**config.mk**
```make
export PLATFORM = sky130hd
export DESIGN_NAME = rpn_front
export DESIGN_NICKNAME = d
export VERILOG_FILES = /design/src/rpn_pkg.sv /design/src/rpn_front.sv
export SDC_FILE = /design/constraint.sdc
export NUM_CORES = 1
export LEC_CHECK = 0
export ABC_AREA = 1
export BUFFER_PORTS_ARGS = -buffer_cell sky130_fd_sc_hd__buf_2
export CAP_MARGIN = 5
export CELL_PAD_IN_SITES_DETAIL_PLACEMENT = 1
export CELL_PAD_IN_SITES_GLOBAL_PLACEMENT = 1
export CORE_ASPECT_RATIO = 0.9
export CORE_MARGIN = 2
export CORE_UTILIZATION = 30
export DETAILED_ROUTE_END_ITERATION = 8
export PLACE_DENSITY_LB_ADDON = 0.1
export SYNTH_ARGS = -nofsm -noshare
export SYNTH_HDL_FRONTEND = slang
export SYNTH_SLANG_ARGS = --single-unit
```
**constraint.sdc**
```tcl
create_clock -name clk_i -period 7.6 [get_ports clk_i]
set_clock_uncertainty 0.2 [all_clocks]
set_input_delay 0.76 -clock clk_i [delete_from_list [all_inputs] [get_ports clk_i]]
set_output_delay 0.76 -clock clk_i [all_outputs]
set_load 0.02 [all_outputs]
```
**src/rpn_pkg.sv**
```systemverilog
// shared types, codes and helpers of the rpn stack calculator
package rpn_pkg;

  localparam int StackDepth = 64;
  localparam int AddrW = $clog2(StackDepth);
  localparam int CntW = $clog2(StackDepth + 1);

  typedef enum logic [3:0] {
    KindNumber  = 4'd0,
    KindAdd     = 4'd1,
    KindSub     = 4'd2,
    KindMul     = 4'd3,
    KindDiv     = 4'd4,
    KindMod     = 4'd5,
    KindPeek    = 4'd6,
    KindDup     = 4'd7,
    KindSwap    = 4'd8,
    KindClear   = 4'd9,
    KindShowTop = 4'd10,
    KindUnknown = 4'd11
  } kind_e;

  typedef enum logic [2:0] {
    StOk      = 3'd0,
    StEmpty   = 3'd1,
    StFull    = 3'd2,
    StZdiv    = 3'd3,
    StUnknown = 3'd4
  } status_e;

  typedef struct packed {
    logic [3:0]         kind;
    logic signed [31:0] number_value;
  } rpn_in_t;

  typedef struct packed {
    logic signed [31:0] top_value;
    logic [6:0]         stack_depth;
    logic [2:0]         status;
    logic               show;
  } rpn_out_t;

  // classified command handed from the front to the back
  typedef struct packed {
    kind_e              kind;
    logic signed [31:0] value;
  } rpn_cmd_t;

  localparam int QDepth = 2;

  function automatic logic signed [31:0] sat32(input logic signed [65:0] v);
    if (v > 66'sd2147483647) return 32'sh7fffffff;
    else if (v < -66'sd2147483648) return 32'sh80000000;
    else return v[31:0];
  endfunction

endpackage

```
**src/rpn_front.sv**
```systemverilog
// front end: accepts items, classifies the kind and queues commands
module rpn_front (
  input  logic             clk_i,
  input  logic             rst_ni,
  input  logic             start_i,
  input  rpn_pkg::rpn_in_t in_i,
  output logic             busy_o,
  output logic             cmd_valid_o,
  output rpn_pkg::rpn_cmd_t cmd_o,
  input  logic             cmd_pop_i,
  input  logic             back_busy_i
);
  import rpn_pkg::*;

  rpn_cmd_t   q_mem [QDepth];
  logic       wr_q, wr_d, rd_q, rd_d;
  logic [1:0] cnt_q, cnt_d;
  logic       push;
  kind_e      kind_c;

  always_comb begin
    if (in_i.kind > 4'd10) kind_c = KindUnknown;
    else kind_c = kind_e'(in_i.kind);
  end

  // one item at a time: busy until the back end has delivered
  assign busy_o = (cnt_q != 2'd0) || back_busy_i;
  assign push = start_i && !busy_o;
  assign cmd_valid_o = cnt_q != 2'd0;
  assign cmd_o = q_mem[rd_q];

  always_comb begin
    wr_d = push ? ~wr_q : wr_q;
    rd_d = cmd_pop_i ? ~rd_q : rd_q;
    cnt_d = cnt_q + {1'b0, push} - {1'b0, cmd_pop_i};
  end

  always_ff @(posedge clk_i) begin
    if (push) begin
      q_mem[wr_q] <= '{kind: kind_c, value: in_i.number_value};
    end
  end

  always_ff @(posedge clk_i or negedge rst_ni) begin
    if (!rst_ni) begin
      wr_q <= 1'b0;
      rd_q <= 1'b0;
      cnt_q <= '0;
    end else begin
      wr_q <= wr_d;
      rd_q <= rd_d;
      cnt_q <= cnt_d;
    end
  end

  assert property (@(posedge clk_i) disable iff (!rst_ni) cnt_q <= 2'd2)
    else $error("queue count overrun");
  assert property (@(posedge clk_i) disable iff (!rst_ni) cmd_pop_i |-> cnt_q != 2'd0)
    else $error("pop from empty queue");
  assert property (@(posedge clk_i) disable iff (!rst_ni) push |=> cnt_q != 2'd0)
    else $error("push lost");
endmodule

```
==> flow_summary.toml <==
[timing]
worstMarginPinSlew_ns = 1.10
fin_crit_ns = 2.87
maxSlewHeadroom = 0.263
final_hold_viol_count = 0
fmax_mhz = 348
setup_ws_ns = 4.73
finalSetupViolCount = 0
fin_crit_sh = 0.378
rsz0062_at_grt = "false"
fin_setup_tns_ns = 0
hold_slack_ns = 0.0408
slew_viol_final = 0

[placement]
io_buffers = 78
place.gp.congestion = 0.687
dpl.hpwl_um = 3770
place_ws_ns = 4.97
placed_cells = 425

[cts]
worstSkewPairLatency_ns = 0.32
cts.sinks = 76
cts_max_path_buffers = 2
clockRootBuffer = "clkbuf_16"
cts_setup_buffers = 0
cts_made_buffers = 9
cts.hold.buffers_added = 0
cts_tree = "built"
htree_levels = 3
cts_resized = 0
clkSlewWorstSetupHoldPaths_ns = 0.06

[synthesis]
muxShareOfSynthArea = 0
yosys_warnings = 0
yosysSeqAreaShare = 0.731
yosys-top-cells-area = "edfxtp_1, o21ai_2, nand2_1, inv_1, dfrtp_1"
syn_area_um2 = 3100
syn_inst = 226
synthAdderAreaFrac = 0.00808
synth_compound_area_frac = 0.0994
synth-xor-area-share = 0.00283
synth_cell_types = 16
yosys.area_share.simple = 0.0707
synth_nets = 269
synth_top_area_frac = 0.698
synth_top_family_by_area = "compound AO/OA/AOI/OAI gates"
synth_top_area_cell = "edfxtp_1"
syn_avg_cell_area_um2 = 13.7
synth_seq_cells = 76

[global_routing]
grt_usage = 0.108
grt_pass1_vias = 1867
grt_first_pass_wirelength_um = 9170
grt_remaining_overflow = 0
grt_max_degree = 74
grt_antenna_before_repair = 0

[routing]
drc = 0
num_vias = 1848
drt_pass1_iterations = 4
routed_wl_um = 5740
vias_per_cell = 4.19
dr.first_iter.drc_count = 43
routedWlPerCell_um = 13.0
drtAntennaViolNets = 0

[setup_path]
cp_max_fo = 73
worst_setup_path_end_kind = "output pin"
r2r_start = "cnt_q[1]"
r2r_end = "q_mem[1][20]"
path_class = "reg2out"
reg2reg_slack_ns = 5.39
r2r_cells = 3
required_ns = 6.64
startpoint_type = "register"
crit_arrival_ns = 1.91

[final_layout]
nets = 350
fillers = 1117
final_common_cell = "buf_2"
seq_area_um2 = 2270
multi_input_area_um2 = 568
final_layout_size_suffix_gt1_frac = 0.423
area_growth_pct = 24.7
final_cell_mix = "buf_2, edfxtp_1, nand2_1"
antennaDiodeCount = 0
stdcell_count = 441

[job]
maxCapViolCount = 0

[die]
core_area_um2 = 10200
ios = 79
die_area_um2 = 11200
start_util = 0.305
fp.dieH_um = 100
die_w_um = 111
row_count = 35

[min_path]
min_path_type = "in2async"

[power_and_ir_drop]
p_leak_nw = 1.64
power_density_nw_per_um2 = 356
irDropWorstVdd_v = 0.000138

[status]
status = "finished, final reports clean"
[routing by layer]
metal  wire, um  vias to the layer above  global-route usage
met1       2590                      879               0.139
met5          0                        -                   0
li1           -                      912                   -
met3        394                        2              0.0386
met4         31                        0              0.0342
met2       2720                       55               0.172
[power by group]
group / internal, mW / total (mW) / leakage [nW] / switching, mW
clock network: 0.252 / 0.411 / 0.139 / 0.159
registers: 0.504 / 0.592 / 0.698 / 0.0874
logic: 0.134 / 0.370 / 0.799 / 0.236
total: 0.891 / 1.37 / 1.64 / 0.483
[cells by family (layout without fill, tap and decap cells)]
group / count (synthesis) / in the layout
buf+inv: 56 / 142
xor+xnor: 1 / 1
simple gates: 55 / 55
compound gates: 36 / 36
flops: 76 / 76
fa+ha+maj: 2 / 2
[Yosys cell counts (all sizes together)]
cell type and instances:
nand2 49, nand4 1, edfxtp 72, o21ai 36
xor2 1, dfrtp 4, inv 47, clkbuf 1
ha 2, buf 8, nand3 2, nor2 3
[per-stage QoR]
stage               power, mW  cell area, um2   util
finish                   1.37            3860  0.380
global route             1.46            3860  0.380
CTS                      1.40            3860  0.380
detailed placement      0.985            3570  0.351
global placement        0.977            3570  0.351
floorplan               0.883            3100      -
[how the worst max path moves through the flow]
stage / startpoint / endpoint / slack (ns) / cells past startpoint
2_1_floorplan: back_busy_i / q_mem[1][0] / 4.50 / 3
3_3_place_gp: back_busy_i / q_mem[1][21] / 4.99 / 4
4_1_cts: rd_q / cmd_o[0] / 4.66 / 2
5_1_grt: rd_q / cmd_o[0] / 4.58 / 2
6_report: rd_q / cmd_o[0] / 4.73 / 2
3_5_place_dp: back_busy_i / q_mem[1][21] / 4.97 / 4
[worst max-delay path, stage by stage, from the launching register on]
cell and delay, ns:
dfrtp_4 1.06, o21ai_0 0.25, buf_2 0.22
[cell type report]
| type | count | share of cell area |
|---|---|---|
| multi-input combinational | 94 | 0.147 |
| tap | 129 | 0.0418 |
| timing repair buffer | 79 | 0.103 |
| clock buffer | 9 | 0.0583 |
| sequential | 76 | 0.587 |
| inverter | 47 | 0.0457 |
| clock inverter | 7 | 0.0175 |
[state kept, by name, summed over array words and instances (netlist names)]
| register | count |
|---|---|
| q_mem | 72 |
| rd_q | 1 |
| wr_q | 1 |
| cnt_q | 2 |
Note: power is estimated with default switching activity, not from simulation.
